===== src/hw/rtl/rcfe_pkg.sv =====
// rcfe_pkg: shared constants, queue entry type and CRC-8 helper for the
// RC channel frame encoder. No dependencies.
`timescale 1ns / 1ps

package rcfe_pkg;

    // Frame header and checksum constants
    localparam logic [7:0]  SYNC_BYTE = 8'hC8;
    localparam logic [7:0]  LEN_BYTE  = 8'd24;
    localparam logic [7:0]  TYPE_BYTE = 8'h16;
    localparam logic [7:0]  CRC_POLY  = 8'hD5;

    // Pulse width limits in microseconds
    localparam logic [11:0] US_MIN = 12'd880;
    localparam logic [11:0] US_MAX = 12'd2150;

    // floor(x / 5) = (x * RECIP_5) >> RECIP_SHIFT, exact for x below 2**18
    localparam logic [15:0] RECIP_5     = 16'd52429;
    localparam int          RECIP_SHIFT = 18;

    localparam logic [3:0]  LAST_CHANNEL = 4'd15;

    // One channel's worth of work handed from front to back
    typedef struct packed {
        logic        header;     // emit sync, length and type first
        logic        two_bytes;  // two payload bytes, else one
        logic        last_ch;    // close the frame with the CRC byte
        logic [15:0] payload;    // first byte in [7:0], second in [15:8]
    } t_run;

    // CRC-8, MSB first, one byte
    function automatic logic [7:0] crc8_byte(input logic [7:0] crc, input logic [7:0] d);
        logic [7:0] c;
        c = crc ^ d;
        for (int i = 0; i < 8; i++) begin
            if (c[7]) begin
                c = {c[6:0], 1'b0} ^ CRC_POLY;
            end else begin
                c = {c[6:0], 1'b0};
            end
        end
        return c;
    endfunction

endpackage


===== src/hw/rtl/rcfe_front.sv =====
// rcfe_front: accepts pulse widths, saturates and scales them to 11 bits,
// packs them into payload bytes and pushes one run per channel.
// Depends on rcfe_pkg.
`timescale 1ns / 1ps

module rcfe_front (
    input  logic                i_clk,
    input  logic                i_rst_n,
    input  logic                i_valid,
    output logic                o_ready,
    input  logic [11:0]         i_pulse_us,
    input  logic                i_q_full,
    output logic                o_push,
    output rcfe_pkg::t_run      o_run
);

    // Stage A: saturated offset times 8
    logic        r_a_valid;
    logic [13:0] r_a_x;
    // Stage B: scaled channel value
    logic        r_b_valid;
    logic [10:0] r_b_v;
    // Packing state
    logic [3:0]  r_pos;
    logic [6:0]  r_left;
    logic [2:0]  r_left_cnt;

    logic        w_b_ready;
    logic        w_a_ready;
    logic [11:0] w_sat;
    logic [10:0] w_diff;
    logic [29:0] w_prod;
    logic [2:0]  w_cnt;
    logic [6:0]  w_left;
    logic [17:0] w_acc;
    logic [4:0]  w_bits;
    logic        w_two;

    // Handshake down the pipe
    assign o_push    = r_b_valid && !i_q_full;
    assign w_b_ready = !r_b_valid || o_push;
    assign w_a_ready = !r_a_valid || w_b_ready;
    assign o_ready   = w_a_ready;

    // Saturate the pulse width
    always_comb begin
        w_sat = i_pulse_us;
        if (i_pulse_us < rcfe_pkg::US_MIN) begin
            w_sat = rcfe_pkg::US_MIN;
        end else if (i_pulse_us > rcfe_pkg::US_MAX) begin
            w_sat = rcfe_pkg::US_MAX;
        end
        w_diff = 11'(w_sat - rcfe_pkg::US_MIN);
    end

    // Divide by five through the reciprocal
    assign w_prod = 30'(r_a_x) * 30'(rcfe_pkg::RECIP_5);

    // Append the value to the leftover bits
    always_comb begin
        w_cnt  = (r_pos == '0) ? 3'd0 : r_left_cnt;
        w_left = (r_pos == '0) ? 7'd0 : r_left;
        w_acc  = 18'(w_left) | (18'(r_b_v) << w_cnt);
        w_bits = 5'(w_cnt) + 5'd11;
        w_two  = (w_bits >= 5'd16);
        o_run.header    = (r_pos == '0);
        o_run.two_bytes = w_two;
        o_run.last_ch   = (r_pos == rcfe_pkg::LAST_CHANNEL);
        o_run.payload   = w_acc[15:0];
    end

    // Advance the pipe and the packing state
    always_ff @(posedge i_clk) begin
        if (!i_rst_n) begin
            r_a_valid  <= 1'b0;
            r_b_valid  <= 1'b0;
            r_pos      <= '0;
            r_left     <= '0;
            r_left_cnt <= '0;
        end else begin
            if (w_a_ready) begin
                r_a_valid <= i_valid;
            end
            if (w_b_ready) begin
                r_b_valid <= r_a_valid;
            end
            if (o_push) begin
                r_pos <= r_pos + 4'd1;
                if (w_two) begin
                    r_left     <= 7'(w_acc[17:16]);
                    r_left_cnt <= 3'(w_bits - 5'd16);
                end else begin
                    r_left     <= w_acc[14:8];
                    r_left_cnt <= 3'(w_bits - 5'd8);
                end
            end
        end
    end

    // Payload registers
    always_ff @(posedge i_clk) begin
        if (w_a_ready && i_valid) begin
            r_a_x <= {w_diff, 3'b000};
        end
        if (w_b_ready && r_a_valid) begin
            r_b_v <= w_prod[rcfe_pkg::RECIP_SHIFT +: 11];
        end
    end

endmodule


===== src/hw/rtl/rcfe_queue.sv =====
// rcfe_queue: small FIFO of channel runs between front and back.
// Depends on rcfe_pkg.
`timescale 1ns / 1ps

module rcfe_queue #(
    parameter int DEPTH = 4
) (
    input  logic                i_clk,
    input  logic                i_rst_n,
    input  logic                i_push,
    input  rcfe_pkg::t_run      i_run,
    input  logic                i_pop,
    output rcfe_pkg::t_run      o_head,
    output logic                o_empty,
    output logic                o_full
);

    localparam int AW = (DEPTH > 1) ? $clog2(DEPTH) : 1;
    localparam int CW = $clog2(DEPTH + 1);
    localparam logic [AW-1:0] LAST_IDX = AW'(DEPTH - 1);

    rcfe_pkg::t_run r_mem [DEPTH];
    logic [AW-1:0]  r_wr;
    logic [AW-1:0]  r_rd;
    logic [CW-1:0]  r_cnt;

    assign o_empty = (r_cnt == '0);
    assign o_full  = (r_cnt == CW'(DEPTH));
    assign o_head  = r_mem[r_rd];

    // Advance pointers and fill count
    always_ff @(posedge i_clk) begin
        if (!i_rst_n) begin
            r_wr  <= '0;
            r_rd  <= '0;
            r_cnt <= '0;
        end else begin
            if (i_push) begin
                r_wr <= (r_wr == LAST_IDX) ? '0 : r_wr + AW'(1);
            end
            if (i_pop) begin
                r_rd <= (r_rd == LAST_IDX) ? '0 : r_rd + AW'(1);
            end
            if (i_push && !i_pop) begin
                r_cnt <= r_cnt + CW'(1);
            end else if (!i_push && i_pop) begin
                r_cnt <= r_cnt - CW'(1);
            end
        end
    end

    // Store entries
    always_ff @(posedge i_clk) begin
        if (i_push) begin
            r_mem[r_wr] <= i_run;
        end
    end

endmodule


===== src/hw/rtl/rcfe_back.sv =====
// rcfe_back: expands queued runs into frame bytes, one per cycle while the byte
// port is ready and a run is queued, and keeps the running CRC-8. Depends on rcfe_pkg.
`timescale 1ns / 1ps

module rcfe_back (
    input  logic                i_clk,
    input  logic                i_rst_n,
    input  rcfe_pkg::t_run      i_head,
    input  logic                i_empty,
    output logic                o_pop,
    output logic                o_valid,
    input  logic                i_ready,
    output logic [7:0]          o_frame_byte,
    output logic                o_run_last,
    output logic                o_frame_end
);

    typedef enum logic [2:0] {
        PH_SYNC,
        PH_LEN,
        PH_TYPE,
        PH_PAY0,
        PH_PAY1,
        PH_CRC
    } t_phase;

    t_phase     r_phase;
    logic       r_busy;
    logic [7:0] r_crc;
    logic       r_valid;
    logic [7:0] r_byte;
    logic       r_run_last;
    logic       r_frame_end;

    t_phase     w_cur;
    t_phase     w_next;
    logic       w_load;
    logic       w_step;
    logic       w_done;
    logic [7:0] w_byte;

    assign w_load = !r_valid || i_ready;
    assign w_step = w_load && !i_empty;

    // Pick this cycle's byte and the phase after it
    always_comb begin
        if (r_busy) begin
            w_cur = r_phase;
        end else if (i_head.header) begin
            w_cur = PH_SYNC;
        end else begin
            w_cur = PH_PAY0;
        end
        w_done = 1'b0;
        w_next = w_cur;
        w_byte = rcfe_pkg::SYNC_BYTE;
        unique case (w_cur)
            PH_SYNC: begin
                w_byte = rcfe_pkg::SYNC_BYTE;
                w_next = PH_LEN;
            end
            PH_LEN: begin
                w_byte = rcfe_pkg::LEN_BYTE;
                w_next = PH_TYPE;
            end
            PH_TYPE: begin
                w_byte = rcfe_pkg::TYPE_BYTE;
                w_next = PH_PAY0;
            end
            PH_PAY0: begin
                w_byte = i_head.payload[7:0];
                if (i_head.two_bytes) begin
                    w_next = PH_PAY1;
                end else if (i_head.last_ch) begin
                    w_next = PH_CRC;
                end else begin
                    w_done = 1'b1;
                end
            end
            PH_PAY1: begin
                w_byte = i_head.payload[15:8];
                if (i_head.last_ch) begin
                    w_next = PH_CRC;
                end else begin
                    w_done = 1'b1;
                end
            end
            PH_CRC: begin
                w_byte = r_crc;
                w_done = 1'b1;
            end
            default: begin
                w_byte = rcfe_pkg::SYNC_BYTE;
                w_done = 1'b1;
            end
        endcase
    end

    assign o_pop = w_step && w_done;

    // Hold state, CRC and the output register
    always_ff @(posedge i_clk) begin
        if (!i_rst_n) begin
            r_phase     <= PH_SYNC;
            r_busy      <= 1'b0;
            r_crc       <= '0;
            r_valid     <= 1'b0;
            r_byte      <= '0;
            r_run_last  <= 1'b0;
            r_frame_end <= 1'b0;
        end else begin
            if (w_load) begin
                r_valid <= !i_empty;
            end
            if (w_step) begin
                r_phase     <= w_next;
                r_busy      <= !w_done;
                r_byte      <= w_byte;
                r_run_last  <= w_done;
                r_frame_end <= (w_cur == PH_CRC);
                if (w_cur == PH_TYPE) begin
                    r_crc <= rcfe_pkg::crc8_byte(8'd0, rcfe_pkg::TYPE_BYTE);
                end else if (w_cur == PH_PAY0 || w_cur == PH_PAY1) begin
                    r_crc <= rcfe_pkg::crc8_byte(r_crc, w_byte);
                end
            end
        end
    end

    assign o_valid      = r_valid;
    assign o_frame_byte = r_byte;
    assign o_run_last   = r_run_last;
    assign o_frame_end  = r_frame_end;

endmodule


===== src/hw/rtl/rc_channel_frame_encoder.sv =====
// rc_channel_frame_encoder: top level of the packed RC channel frame encoder.
// Depends on rcfe_pkg, rcfe_front, rcfe_queue and rcfe_back.
//
//   channel  | direction | handshake          | payload
//   ---------+-----------+--------------------+---------------------------------------
//   pulse in | input     | i_valid / o_ready  | i_pulse_us[11:0]
//   bytes out| output    | o_valid / i_ready  | o_frame_byte[7:0], o_run_last, o_frame_end
//
// A channel enters on i_valid / o_ready; the front is a pipe (saturate, reciprocal
// multiply, pack) that pushes one run per channel into the queue. The back sends
// one byte per cycle while the byte port is ready and the queue is not empty; a channel
// gives one or two payload bytes, plus sync, length and type on the header channel
// and CRC on the last. Reset is synchronous, active low, and clears all control state.
// A stalled output fills the queue, after which o_ready drops.
`timescale 1ns / 1ps

module rc_channel_frame_encoder #(
    parameter int QUEUE_DEPTH = 4
) (
    input  logic        i_clk,
    input  logic        i_rst_n,
    input  logic        i_valid,
    output logic        o_ready,
    input  logic [11:0] i_pulse_us,
    output logic        o_valid,
    input  logic        i_ready,
    output logic [7:0]  o_frame_byte,
    output logic        o_run_last,
    output logic        o_frame_end
);

    rcfe_pkg::t_run w_push_run;
    rcfe_pkg::t_run w_head;
    logic           w_push;
    logic           w_pop;
    logic           w_empty;
    logic           w_full;

    // Saturate, scale and pack channels
    rcfe_front u_front (
        .i_clk      (i_clk),
        .i_rst_n    (i_rst_n),
        .i_valid    (i_valid),
        .o_ready    (o_ready),
        .i_pulse_us (i_pulse_us),
        .i_q_full   (w_full),
        .o_push     (w_push),
        .o_run      (w_push_run)
    );

    // Decouple front and back
    rcfe_queue #(
        .DEPTH (QUEUE_DEPTH)
    ) u_queue (
        .i_clk   (i_clk),
        .i_rst_n (i_rst_n),
        .i_push  (w_push),
        .i_run   (w_push_run),
        .i_pop   (w_pop),
        .o_head  (w_head),
        .o_empty (w_empty),
        .o_full  (w_full)
    );

    // Serialise frame bytes
    rcfe_back u_back (
        .i_clk        (i_clk),
        .i_rst_n      (i_rst_n),
        .i_head       (w_head),
        .i_empty      (w_empty),
        .o_pop        (w_pop),
        .o_valid      (o_valid),
        .i_ready      (i_ready),
        .o_frame_byte (o_frame_byte),
        .o_run_last   (o_run_last),
        .o_frame_end  (o_frame_end)
    );

endmodule

===== config.mk =====
export PLATFORM = sky130hd
export DESIGN_NAME = rc_channel_frame_encoder
export DESIGN_NICKNAME = d
export VERILOG_FILES = /design/src/hw/rtl/rcfe_pkg.sv /design/src/hw/rtl/rcfe_front.sv /design/src/hw/rtl/rcfe_queue.sv /design/src/hw/rtl/rcfe_back.sv /design/src/hw/rtl/rc_channel_frame_encoder.sv
export SDC_FILE = /design/constraint.sdc
export NUM_CORES = 1
export LEC_CHECK = 0
export ABC_AREA = 1
export ABC_CLOCK_PERIOD_IN_PS = 12000
export BUFFER_PORTS_ARGS = -buffer_cell sky130_fd_sc_hd__buf_4
export CAP_MARGIN = 20
export CORE_MARGIN = 4
export CORE_UTILIZATION = 59
export DETAILED_ROUTE_END_ITERATION = 7
export PLACE_DENSITY = 0.76
export REMOVE_ABC_BUFFERS = 1
export SLEW_MARGIN = 10
export SYNTH_ARGS = -nofsm -noshare
export SYNTH_HDL_FRONTEND = slang
export SYNTH_SLANG_ARGS = --single-unit

===== constraint.sdc =====
create_clock -name i_clk -period 12 [get_ports i_clk]
set_clock_uncertainty 0.05 [all_clocks]
set_input_delay 1.2 -clock i_clk [delete_from_list [all_inputs] [get_ports i_clk]]
set_output_delay 1.2 -clock i_clk [all_outputs]
set_load 0.03 [all_outputs]

* After elaboration in Yosys (flattened, before gate mapping) *
Memories as Yosys holds them, arrays and structs flattened. A register that Yosys moved wholly into a read port is not among the register bits.
Index checks and enable logic that the tools add are counted.

cells by class
  bitwise gates (word level) = 10
  reduce and logical (&&, ||, !) cells = 26
  $add $sub $neg = 9
  multipliers = 1
  equality and inequality tests = 9
  magnitude comparators = 3
  shift operators = 1
  multiplexer cells = 61

operator list
  kind                                                          count
  two-way mux 8 bit                                             38
  NOT 5 bit                                                     8
  one-hot mux 8 bit (5 select lines)                            1
  multiplier 11 x 16 -> 26 bit, second input constant           1
  two-way mux 11 bit                                            2
  two-way mux 3 bit                                             7
  bitwise OR 7 x 18 -> 18 bit                                   1
  left shift 11 x 3 -> 18 bit                                   1
  one-hot mux 3 bit (5 select lines)                            1
  two-way mux 7 bit                                             2
  > comparator 12 bit, second input constant                    1
  less-than comparator 12 x 10 -> 1 bit, second input constant  1
  subtractor 11 x 10 -> 11 bit, second input constant           1
  two-way mux 2 bit                                             5
  == test 3 bit, second input constant                          3
  subtractor 3 x 1 -> 3 bit, second input constant              3
  logical NOT 1 bit                                             8
  XOR 8 bit                                                     1
  logical AND 1 bit                                             7
  == test 3 x 2 -> 1 bit, second input constant                 2
  logical NOT 3 bit                                             2
  adder 3 x 4 -> 5 bit, second input constant                   1
  greater-or-equal comparator 5 bit, second input constant      1
  adder 2 x 1 -> 2 bit, second input constant                   2
  other kinds (12)                                              20

word-level totals
  memory bits (writable) = 76
  memories kept = 1
  register bits = 68
  bits of input ports = 16
  output and inout port bits = 12

memory list
  name           depth  bits a word  rd ports  clocked after memory_dff  wr ports  RTL line          RTL
  u_queue.r_mem  4      19           1         1                         1         rcfe_queue.sv:22  rcfe_pkg::t_run r_mem [DEPTH];

* Depth between registers and ports, before layout *
Gate-level depths: netlist (run 1).

  depth after elaboration = 51
  mapped depth = 27
  gate-level depth less buffers = 26

* Hierarchy *
A second synthesis (run 1) with hierarchy kept.

second synthesis, totals
  cells, all modules = 1195
  area, all modules = 10196.0 um2

modules (own cells, without submodules)
  module      instances  area each (um2)  cells each
  rcfe_front  1          5023.6           656
  rcfe_queue  1          3324.4           243
  rcfe_back   1          1848.0           296

* Least setup slack after synthesis (run 1) *
OpenSTA, ideal clock, no wires.

  kind = flip-flop to flip-flop
  start = reg u_front.r_a_x[11]
  end = reg u_front.r_b_v[10], data pin
  cell stages (with the launch flop) = 22
  library setup time = 269 ps
  path buffers = 0
  slack = 7080 ps
  arrival = 4602 ps
  path through = edfxtp_1 -> ha_1 -> inv_1 -> fa_1 -> inv_1 -> fa_1 -> inv_1 -> fa_1 -> inv_1 -> fa_1 -> ha_1 -> nand2_1 -> nor2_1 -> inv_1 -> nor4b_1 -> a21oi_1 -> o21ai_0 -> nand3_1 -> nand2_1 -> a21oi_1 -> o31ai_1 -> xor2_1

on the way
  longest elaborated chain between the ends = 1

RTL lines
  item                          RTL line           RTL
  start: declaration            rcfe_front.sv:19   logic [13:0] r_a_x;
  start signal: assignment      rcfe_front.sv:103  r_a_x <= {w_diff, 3'b000};
  multiplier 11 x 16 -> 26 bit  rcfe_front.sv:57   assign w_prod = 30'(r_a_x) * 30'(rcfe_pkg::RECIP_5);
  named net u_front.w_prod[28]  rcfe_front.sv:32   logic [29:0] w_prod;
  end signal: assignment        rcfe_front.sv:106  r_b_v <= w_prod[rcfe_pkg::RECIP_SHIFT +: 11];
  end: declaration              rcfe_front.sv:22   logic [10:0] r_b_v;

The timed path passes the listed nets, and every way through them passes these cells.
A chain may end at the register's enable or synchronous reset.

* Worst setup path after layout (run 1) *
Same ends and word-level chain as after synthesis.

==> run summary, run 1 <==
# resized after CTS -> 0
Via Count -> 7186
Mean Syn Cell Area -> 8.95 µm²
Crit path launch type -> register
Critical path depth -> 21
Final max-slew violation count -> 0
Worst reg2reg startpoint -> u_front.r_a_x[11]$_DFFE_PP_
Final net count -> 1237
Die H -> 136 µm
First-pass GRT wire length -> 33000 µm
Post-synth top flop -> edfxtp_1
Min-delay worst type -> reg -> reg
Minimum clock period -> 5.41 ns
Initial antenna violation count -> 0
Final Hold Viols -> 0
CTS Root Cell -> clkbuf_16
Power Dens Cells -> 277 nW/µm²
Layout cells sized above 1 -> 10.9%
CP Capture Type -> register
Slew at the pin closest to its max-slew limit -> 0.758 ns
Post-synthesis cell area -> 9610 µm²
RR Endpoint -> u_front.r_b_v[10]$_DFFE_PP_
Initial cell density of the core -> 60.3%
Fillers -> 1276
Routability Congestion -> 0.878
TritonCTS Buffers -> 17
R2R cell count -> 21
# diodes -> 0
Critical path fanouts, max -> 4
Crit Path Class -> reg -> reg
Leak pwr -> 4.87 nW
Final WS setup -> 6.59 ns
H-tree level count -> 4
Synth-to-layout area growth -> 10.8%
Largest net degree at the start of global routing -> 40
Max capacitance violation total -> 0
Worst-case clock buffer depth -> 2
Peak Freq -> 0.185 GHz
RSZ-0062 raised after global routing -> no
Post-Syn Instances -> 1074
Setup_tns -> 0 ns
CP Launch Point -> u_front.r_a_x[11]$_DFFE_PP_
Maximum vdd drop -> 0.239 mV
CP most frequent cell -> inv_1
Yosys warning count -> 0
Cell breakdown of the critical path -> ha_1, inv_1, fa_1, inv_1, fa_1, inv_1, fa_1, inv_1, fa_1, ha_1, nand2_1, nor2_1, inv_1, nor4b_1, a21oi_1, o21ai_0, nand3_1, nand2_1, a21oi_1, o31ai_1, xor2_1
Number of vias per cell -> 5.40
CTS tree -> yes
Overflow after GRT -> 0
Setup bufs post-CTS -> 0
Asr flop ratio synth -> 0%
Chip width -> 136 µm
Worst R2R Setup Slack -> 6.59 ns
DR WL/cell -> 14.9 µm
Rel. slew slack -> 49.4%
Io pins -> 28
Count of clock tree sinks -> 146
Slowest cell on crit path -> fa_1
Final setup vio count -> 0
Final critical-path share of the clock period -> 45.1%
Core Footprint -> 15900 µm²
Rows -> 46
DRT Wirelength -> 19800 µm
Synthesized flop and latch total -> 146
Tot GR Track Use -> 22.8%
WP buf/inv -> 5
Hold Buf Count CTS -> 0
Port bufs -> 27
Dpl ws -> 6.66 ns
Vias in the first global route -> 7124
Drt first pass iters -> 7
Worst path top cell family by delay -> adder cells
Non-Filler Instances -> 1331
Register area share after synthesis -> 40.6%
Arrival @ worst endpoint -> 5.52 ns
Final Util -> 66.8%
Die ar. -> 18400 µm²
Clk_lat worst skew -> 0.42 ns
Slowest Stage Delay on Critical Path -> 0.52 ns
Status -> complete, no violations
Clock transition at path regs -> 0.06 ns
Number of synthesized flops with an enable pin -> 98
Dpl hpwl -> 14600 µm
WHS -> 0.420 ns
Worst Setup EP -> u_front.r_b_v[10]$_DFFE_PP_
Initial DRC Count -> 420
Post-synth cell types -> 51
Placed cells -> 1298
# DRC -> 0
ANT nets after route -> 0
WP data required -> 12.11 ns
-- report_power, final --
part | switching [mW] | internal, mW | total [mW]
Clock | 0.223 | 0.357 | 0.580
Sequential | 0.0393 | 0.671 | 0.710
Combinational | 1.04 | 0.620 | 1.66
Total | 1.30 | 1.65 | 2.95
-- stage by stage --
| stage | total power, mW | cell area, µm² |
|---|---|---|
| floorplan | 2.02 | 9460 |
| global placement | 2.31 | 9990 |
| detailed placement | 2.36 | 9990 |
| CTS | 2.96 | 10600 |
| global route | 3.23 | 10600 |
| finish | 2.95 | 10600 |
-- state kept, by name (all words and copies together) (netlist names), named ones only --
name and flops:
u_queue.r_wr 2, u_back.r_busy 1, u_queue.r_cnt 3, u_back.o_run_last 1
u_front.r_b_valid 1, u_back.o_valid 1, u_front.r_left_cnt 3, u_front.r_b_v 11
u_queue.r_rd 2, u_front.r_a_valid 1, u_back.r_crc 8, u_front.r_left 7
u_queue.r_mem 76, u_front.r_pos 4, u_back.r_phase 3, u_front.r_a_x 11
u_back.o_frame_byte 8, u_back.o_frame_end 1
-- cells in the mapped netlist, types with 6 or more instances --
cell type	instances	share of area, %
nand2_1	154	6.0
edfxtp_1	98	31
inv_1	186	7.3
o22ai_1	8	0.52
xnor2_1	9	0.82
nor2_1	101	3.9
nand3_1	56	2.9
nand3_2	6	0.62
ha_1	80	10
dfxtp_1	48	10
nand2_2	21	1.4
fa_1	39	8.1
a21oi_1	58	3.0
nand4_1	10	0.65
nand2_4	6	0.70
o21ai_0	84	4.4
xor2_1	14	1.3
clkbuf_1	12	0.47
o21ai_1	12	0.62
inv_2	10	0.39
-- cell usage in the layout (no fill, tap or decap), types with 5 or more instances in the layout --
| cell type | Yosys | layout |
|---|---|---|
| xor2_1 | 14 | 14 |
| dfxtp_1 | 48 | 48 |
| xnor2_1 | 9 | 9 |
| buf_4 | 3 | 34 |
| a21oi_1 | 58 | 58 |
| o22ai_1 | 8 | 8 |
| nand2_1 | 154 | 154 |
| o21ai_1 | 12 | 12 |
| edfxtp_1 | 98 | 98 |
| nand3_1 | 56 | 56 |
| fa_1 | 39 | 39 |
| ha_1 | 80 | 80 |
| nand3_2 | 6 | 6 |
| o21ai_0 | 84 | 84 |
| nand2_4 | 6 | 6 |
| nor2_1 | 101 | 101 |
| inv_2 | 10 | 10 |
| nand2_2 | 21 | 21 |
| clkbuf_16 | 0 | 17 |
| nand4_1 | 10 | 10 |
| inv_1 | 186 | 186 |
| inv_8 | 0 | 5 |
-- logic make-up after synthesis --
kind of cell | synth area share [%]
xor gates and xnor gates | 2.50
buffers and inverters | 9.33
DFF | 40.6
AOI/OAI and AO/OA | 11.0
and+or+nand+nor | 17.8
muxes | 0.312
adders and majority gates | 18.5
-- how the worst min path moves through the flow --
| stage | cells after the start | endpoint | from |
|---|---|---|---|
| floorplan | 2 | u_front.r_left[2]$_SDFFE_PN0P_ | u_front.r_left[2]$_SDFFE_PN0P_ |
| global placement | 2 | u_front.r_left[6]$_SDFFE_PN0P_ | u_front.r_left[6]$_SDFFE_PN0P_ |
| detailed placement | 2 | u_front.r_left[2]$_SDFFE_PN0P_ | u_front.r_left[2]$_SDFFE_PN0P_ |
| CTS | 2 | u_front.r_left[2]$_SDFFE_PN0P_ | u_front.r_left[2]$_SDFFE_PN0P_ |
| global route | 2 | u_front.r_left[2]$_SDFFE_PN0P_ | u_front.r_left[2]$_SDFFE_PN0P_ |
| finish | 2 | u_back.o_run_last$_SDFFE_PN0P_ | u_back.o_run_last$_SDFFE_PN0P_ |
-- tightest hold or removal path, delay by kind of cell, from the launching register on --
family	cells	cell delay, ns
simple gates	1	0.06
compound gates	1	0.06
flops	1	0.31
-- area by class of cell --
cell class	count	area, µm²	area share, %
timing repair buffer	35	270	2.54
tap	216	270	2.54
clock buffer	18	429	4.03
inverter	198	744	6.99
multi-input combinational	704	4810	45.2
clock inverter	14	218	2.04
sequential	146	3900	36.7
-- routing by layer --
metal,track usage [%],routed length [µm]
met1,26.9,8170
met2,41.2,10300
met3,4.27,885
met4,8.57,402
met5,0,0
Power figures use the tool's default switching activity.
==> inputs of run 2 (changes only) <==
--- a/config.mk
+++ b/config.mk
@@ -5,8 +5,8 @@
 export SDC_FILE = /design/constraint.sdc
 export NUM_CORES = 1
 export LEC_CHECK = 0
-export ABC_AREA = 1
-export ABC_CLOCK_PERIOD_IN_PS = 12000
+export ABC_AREA = 0
+export ABC_CLOCK_PERIOD_IN_PS = 5580
 export BUFFER_PORTS_ARGS = -buffer_cell sky130_fd_sc_hd__buf_4
 export CAP_MARGIN = 20
 export CORE_MARGIN = 4
==> constraint.sdc (replaced) <==
create_clock -name i_clk -period 5.58 [get_ports i_clk]
set_clock_uncertainty 0.05 [all_clocks]
set_input_delay 0.558 -clock i_clk [delete_from_list [all_inputs] [get_ports i_clk]]
set_output_delay 0.558 -clock i_clk [all_outputs]
set_load 0.03 [all_outputs]
==> run 2 against run 1 <==
Against the previous run:
- power up 64%
- combinational power up 37%
- largest power group unchanged
- maximum frequency up 2.8%
- worst setup slack worse by 6.3 ns
- register-to-register slack worse by 6.3 ns
- count of clock-buffer cells in the layout up 2
- critical endpoint is now u_front.r_b_v[9]$_DFFE_PP_
- non-clock buffer count down 5
- core utilization down 0.62 points
==> run summary, run 2 <==
Status -> complete, no violations
Register area -> 3900 µm² (unchanged)
Routability Congestion -> 0.909 (+3.5%)
RSZ-0062 raised after global routing -> no
Hold EP -> u_front.r_a_valid$_SDFFE_PN0N_
Clk_lat worst skew -> 0.42 ns (about the same)
Fillers -> 1116 (-13%)
H-tree level count -> 4 (unchanged)
Min-delay worst type -> in -> reg
DR WL met3 -> 687 µm (-22%)
Top sig layer -> met4
CP Launch Point -> u_front.r_a_x[8]$_DFFE_PP_
Most common cell after layout, fill and taps aside -> inv_1
Via Count -> 6117 (-15%)
DR WL/cell -> 17.5 µm (+18%)
Core Footprint -> 15100 µm² (-5.0%)
Number of synthesized flops with an enable pin -> 98 (unchanged)
Initial cell density of the core -> 60.1% (-0.18 points)
Top flop regs -> u_queue.r_mem x76, u_front.r_a_x x11, u_front.r_b_v x11
Worst reg2reg startpoint -> u_front.r_a_x[8]$_DFFE_PP_
Non-Filler Instances -> 1038 (-22%)
Die H -> 132 µm (-2.5%)
RR Endpoint -> u_front.r_b_v[9]$_DFFE_PP_
Dpl hpwl -> 13600 µm (-6.6%)
Post-synth top flop -> edfxtp_1
Setup_tns -> 0 ns (unchanged)
Critical path fanouts, max -> 5 (+1)
First-pass GRT wire length -> 30400 µm (-7.7%)
Count of clock tree sinks -> 146 (unchanged)
Leak pwr -> 4.36 nW (-11%)
Final critical-path share of the clock period -> 94.3% (+49 points)
Post-synth cell types -> 64 (+25%)
Asr flop ratio synth -> 0% (unchanged)
Post-synthesis cell area -> 9100 µm² (-5.3%)
Io pins -> 28 (unchanged)
Synthesized flop and latch total -> 146 (unchanged)
Synth-to-layout area growth -> 10.1%
Final Hold Viols -> 0 (unchanged)
Tot GR Track Use -> 21.8% (-0.97 points)
Final max-slew violation count -> 0 (unchanged)
Arrival @ worst endpoint -> 5.38 ns (-0.14 ns)
Clock transition at path regs -> 0.06 ns (about the same)
Initial antenna violation count -> 0 (unchanged)
Commonest cells in the synthesized netlist -> 113 x inv_1, 98 x edfxtp_1, 80 x ha_1
Number of vias per cell -> 5.89 (+9.2%)
Drt first pass iters -> 7 (unchanged)
Port bufs -> 27 (unchanged)
Final setup vio count -> 0 (unchanged)
Post-synth top area share -> 32.3% (+1.7 points)
Area of the multi-input gates -> 4670 µm² (-2.9%)
Crit Path Class -> reg -> reg
Top reg by flops -> u_queue.r_mem
Layout cells sized above 1 -> 9.65% (-1.3 points)
DRT Wirelength -> 18200 µm (-8.1%)
Wl on met1 -> 7530 µm (-7.8%)
Dpl ws -> 0.237 ns (-6.42 ns)
Slew at the pin closest to its max-slew limit -> 1.09 ns (+0.330 ns)
Area leader, netlist -> edfxtp_1
Final net count -> 972 (-21%)
Post-Syn Instances -> 815 (-24%)
TritonCTS Buffers -> 17 (unchanged)
# diodes -> 0 (unchanged)
Chip width -> 132 µm (-2.5%)
Overflow after GRT -> 0 (unchanged)
Highest-count cells in the layout ignoring fill and taps -> 113 x inv_1, 98 x edfxtp_1, 80 x ha_1, 57 x nand2_1, 53 x nor2_1
Rows -> 45 (-2.2%)
Peak Freq -> 0.190 GHz (+2.8%)
Vias in the first global route -> 6191 (-13%)
CTS Root Cell -> clkbuf_16
Die ar. -> 17500 µm² (-5.0%)
Wire length on met2 -> 9530 µm (-7.9%)
Minimum clock period -> 5.26 ns (-0.148 ns)
R2R cell count -> 17 (-19%)
Hold Crit Depth -> 3 (+1)
# DRC -> 0 (unchanged)
Worst R2R Setup Slack -> 0.32 ns (-6.27 ns)
Register area share after synthesis -> 42.9% (+2.3 points)
Crit path launch type -> register
Largest net degree at the start of global routing -> 31 (-23%)
Mean Syn Cell Area -> 11.2 µm² (+25%)
ANT nets after route -> 0 (unchanged)
Maximum vdd drop -> 0.644 mV (+170%)
Synth area leaders -> edfxtp_1 32%, ha_1 11%, dfxtp_1 11%
Hold path start -> i_valid
WP data required -> 5.69 ns (-6.42 ns)
CP Capture Type -> register
Max reg flops -> 76 (unchanged)
Power Dens Cells -> 482 nW/µm² (+74%)
Count leader, synth -> inv_1
Placed cells -> 1006 (-22%)
CTS tree -> yes
Yosys warning count -> 0 (unchanged)
Worst-case clock buffer depth -> 2 (unchanged)
Final WS setup -> 0.315 ns (-6.27 ns)
Rel. slew slack -> 27.4% (-22 points)
Max capacitance violation total -> 0 (unchanged)
Initial DRC Count -> 412 (-1.9%)
## run 2: timing repair
action	4_1_cts	5_1_grt
buffers inserted	0	0
hold buffers	0	0
endpoints found under the setup margin	0	2
resized for setup	0	1
## run 2: worst max path at each step
stage / slack, ns / endpoint / depth (start not counted)
detailed placement: 0.24 / u_front.r_b_v[10]$_DFFE_PP_ / 17
floorplan: 0.64 / u_front.r_b_v[10]$_DFFE_PP_ / 17
finish: 0.32 / u_front.r_b_v[9]$_DFFE_PP_ / 17
global route: 0.04 / u_front.r_b_v[10]$_DFFE_PP_ / 17
CTS: 0.20 / u_front.r_b_v[10]$_DFFE_PP_ / 17
global placement: 0.37 / u_front.r_b_v[10]$_DFFE_PP_ / 17
## run 2: power breakdown
part	switching [mW]	total, mW	internal, mW	leakage (nW)
logic	1.29	2.28	0.988	2.77
clock network	0.416	1.08	0.662	0.276
registers	0.0938	1.48	1.38	1.31
total	1.80	4.83	3.03	4.36
## run 2: layout make-up
| type | instances | share of cell area, % |
|---|---|---|
| clock inverters | 12 | 1.16 |
| multi-input cells | 529 | 46.6 |
| flip-flops and latches | 146 | 39.0 |
| well taps | 188 | 2.35 |
| clock buffers | 20 | 4.46 |
| inverters | 113 | 4.23 |
| repair buffers | 30 | 2.25 |
## run 2: kinds of logic (layout without fill, tap and decap cells)
family / after synthesis / count (layout) / share of synthesized area (%)
flip-flops: 146 / 146 / 42.9
XOR/XNOR: 38 / 38 / 3.81
AO/OA/AOI/OAI: 146 / 146 / 10.3
buffers and inverters: 140 / 175 / 5.88
AND/OR/NAND/NOR: 179 / 179 / 9.40
multiplexers: 47 / 47 / 8.16
adder cells (fa/ha/maj): 119 / 119 / 19.6
## run 2: worst max-delay path, stage by stage, from the launching register on
cell,delay (ns)
edfxtp_1,0.48
ha_1,0.36
inv_1,0.06
fa_1,0.60
fa_1,0.47
fa_1,0.50
fa_1,0.51
inv_1,0.05
ha_1,0.32
a21o_1,0.17
a21o_1,0.17
a21o_1,0.18
a21oi_1,0.18
o211a_1,0.23
nor3_1,0.10
nor3_1,0.29
o21bai_1,0.13
xor2_1,0.15
## run 2: through the flow
step                cell area (µm²)  total power, mW  util [%]  hold slack [ns]
floorplan                      8990             3.20         -            0.408
global placement               9450             3.66      62.4            0.393
detailed placement             9450             3.77      62.4            0.400
CTS                           10000             4.86      66.1            0.292
global route                  10000             5.23      66.2            0.316
finish                        10000             4.83      66.2            0.302
## run 2: layer usage
metal	up-vias	global-route usage (%)
met5	-	0
met4	0	9.01
met3	33	3.70
met2	164	38.8
met1	3019	26.3
li1	2901	-
==> inputs of run 3 (changes only) <==
--- a/config.mk
+++ b/config.mk
@@ -9,10 +9,13 @@
 export ABC_CLOCK_PERIOD_IN_PS = 5580
 export BUFFER_PORTS_ARGS = -buffer_cell sky130_fd_sc_hd__buf_4
 export CAP_MARGIN = 20
+export CELL_PAD_IN_SITES_DETAIL_PLACEMENT = 1
+export CELL_PAD_IN_SITES_GLOBAL_PLACEMENT = 1
 export CORE_MARGIN = 4
-export CORE_UTILIZATION = 59
+export CORE_UTILIZATION = 51
 export DETAILED_ROUTE_END_ITERATION = 7
-export PLACE_DENSITY = 0.76
+export GPL_TIMING_DRIVEN = 0
+export PLACE_DENSITY_LB_ADDON = 0.1
 export REMOVE_ABC_BUFFERS = 1
 export SLEW_MARGIN = 10
 export SYNTH_ARGS = -nofsm -noshare
==> run 3 against run 2 <==
Against the previous run:
- power is 4.2% higher
- cell area grew 1.6%
- combinational power grew 3%
- flip-flop and latch count unchanged
- maximum frequency hardly changed
- critical path type unchanged
- critical endpoint is now u_front.r_b_v[10]$_DFFE_PP_
==> run summary, run 3 (synthesized netlist as in run 2, its figures left out) <==
Die ar. -> 20100 µm² (+15%)
Hold Buf Count CTS -> 0 (unchanged)
Top reg by flops -> u_queue.r_mem
Overflow after GRT -> 0 (unchanged)
Slowest cell on crit path -> fa_2
Min-delay worst type -> in -> reg
Cell breakdown of the critical path -> inv_1, ha_1, fa_2, fa_1, fa_1, fa_1, inv_1, ha_1, a21o_1, a21o_1, a21o_1, a21oi_2, o211a_1, nor3_1, nor3_2, o21ai_0, xnor2_1
Drt first pass iters -> 4 (-3)
Die H -> 142 µm (+7.1%)
Crit path launch type -> register
Final critical-path share of the clock period -> 94.3% (about the same)
Rel. slew slack -> 27.8% (+0.35 points)
Post-layout power -> 5.04 mW (+4.2%)
Final net count -> 976 (+0.41%)
First-pass GRT wire length -> 34600 µm (+14%)
Initial DRC Count -> 289 (-30%)
Critical path fanouts, max -> 4 (-1)
RSZ-0062 raised after global routing -> no
Max capacitance violation total -> 0 (unchanged)
Largest net degree at the start of global routing -> 31 (unchanged)
Non-Filler Instances -> 1079 (+3.9%)
WHS -> 0.316 ns (+0.0136 ns)
Core Footprint -> 17400 µm² (+15%)
WP buf/inv -> 2 (unchanged)
Leak pwr -> 4.40 nW (+0.92%)
Post-DP Area -> 9500 µm² (+0.49%)
Initial antenna violation count -> 0 (unchanged)
Initial cell density of the core -> 52.3% (-7.8 points)
Arrival @ worst endpoint -> 5.38 ns (about the same)
Rows -> 48 (+6.7%)
Maximum vdd drop -> 0.623 mV (-3.3%)
Chip width -> 142 µm (+7.1%)
Slew at the pin closest to its max-slew limit -> 1.08 ns (-0.00401 ns)
Routability Congestion -> 0.833 (-8.4%)
Worst path top cell family by delay -> adder cells
Status -> complete, no violations
Design area -> 10200 µm² (+1.6%)
TritonCTS Buffers -> 17 (unchanged)
Slowest Stage Delay on Critical Path -> 0.67 ns (+0.07 ns)
Synth-to-layout area growth -> 11.9%
Worst-case clock buffer depth -> 2 (unchanged)
Top flop regs -> u_queue.r_mem x76, u_front.r_a_x x11, u_front.r_b_v x11
Highest-count cells in the layout ignoring fill and taps -> 113 x inv_1, 98 x edfxtp_1, 79 x ha_1, 57 x nand2_1, 53 x nor2_1
Setup_tns -> 0 ns (unchanged)
Final max-slew violation count -> 0 (unchanged)
Max reg flops -> 76 (unchanged)
DR WL/cell -> 19.6 µm (+12%)
Minimum clock period -> 5.26 ns (-0.00291 ns)
DRT Wirelength -> 21100 µm (+16%)
Count of clock tree sinks -> 146 (unchanged)
Number of vias per cell -> 5.68 (-3.5%)
CTS Root Cell -> clkbuf_16
# DRC -> 0 (unchanged)
CTS tree -> yes
Power Dens Cells -> 495 nW/µm² (+2.5%)
ANT nets after route -> 0 (unchanged)
Most common cell after layout, fill and taps aside -> inv_1
Tot GR Track Use -> 22.0% (+0.20 points)
Peak Freq -> 0.190 GHz (about the same)
Vias in the first global route -> 6777 (+9.5%)
H-tree level count -> 4 (unchanged)
Port bufs -> 27 (unchanged)
Final setup vio count -> 0 (unchanged)
Clock transition at path regs -> 0.06 ns (about the same)
Io pins -> 28 (unchanged)
Final Hold Viols -> 0 (unchanged)
Placed cells -> 1042 (+3.6%)
Layout cells sized above 1 -> 10.9% (+1.2 points)
Dpl hpwl -> 16100 µm (+18%)
Fillers -> 1841 (+65%)
Clk_lat worst skew -> 0.42 ns (about the same)
Via Count -> 6133 (+0.26%)
Crit Path Class -> reg -> reg
CP Capture Type -> register
# diodes -> 0 (unchanged)
WP data required -> 5.70 ns (about the same)
==> run 3: power by group <==
part / leakage, nW / total [mW] / switching (mW) / internal, mW
Sequential: 1.31 / 1.49 / 0.105 / 1.38
Clock: 0.296 / 1.21 / 0.448 / 0.760
Combinational: 2.79 / 2.34 / 1.33 / 1.01
==> run 3: stage by stage <==
stage,worst slack [ns],util (%)
global route,0.0344,58.5
floorplan,0.637,-
detailed placement,0.0144,54.5
global placement,0.0691,54.4
finish,0.318,58.5
CTS,0.145,58.2
==> run 3: area by class of cell <==
class	instances	area [µm²]	share of cell area, %
clock inverter	13	183	1.79
sequential	146	3900	38.3
multi-input combinational	529	4690	46.0
clock buffer	19	443	4.35
timing repair buffer	34	263	2.58
tap	225	282	2.76
inverter	113	424	4.16
==> run 3: what timing repair did <==
item | CTS | global route
setup endpoints to repair | 1 | 4
pin swaps | 0 | 1
buffers inserted | 0 | 5
resized for setup | 1 | 3
==> run 3: worst paths after layout <==
| kind | startpoint | end | slack, ns | cells past startpoint |
|---|---|---|---|---|
| worst max-delay path | u_front.r_a_x[12]$_DFFE_PP_ | u_front.r_b_v[10]$_DFFE_PP_ | 0.32 | 17 |
| worst min register to register | u_back.o_run_last$_SDFFE_PN0P_ | u_back.o_run_last$_SDFFE_PN0P_ | 0.41 | 2 |
| worst min-delay path | i_valid | u_front.r_a_valid$_SDFFE_PN0N_ | 0.32 | 3 |
| worst max register to register | u_front.r_a_x[12]$_DFFE_PP_ | u_front.r_b_v[10]$_DFFE_PP_ | 0.32 | 17 |
==> run 3: per-layer routing <==
layer  vias up  track usage, %  share of wire (%)
met4         0            6.87                1.7
met3        27            3.47                1.9
met5         -               0                  0
li1       2913               -                  -
met2        75            42.0                 57
met1      3118            25.0                 40
==> run 3: worst reg2reg max path: cells and delay by family, from the launching register on <==
family          cells  cell delay [ns]
fa+ha+maj           6             2.82
xor+xnor            1             0.14
buf+inv             2             0.11
compound gates      6             1.06
simple gates        2             0.40
flops               1             0.44
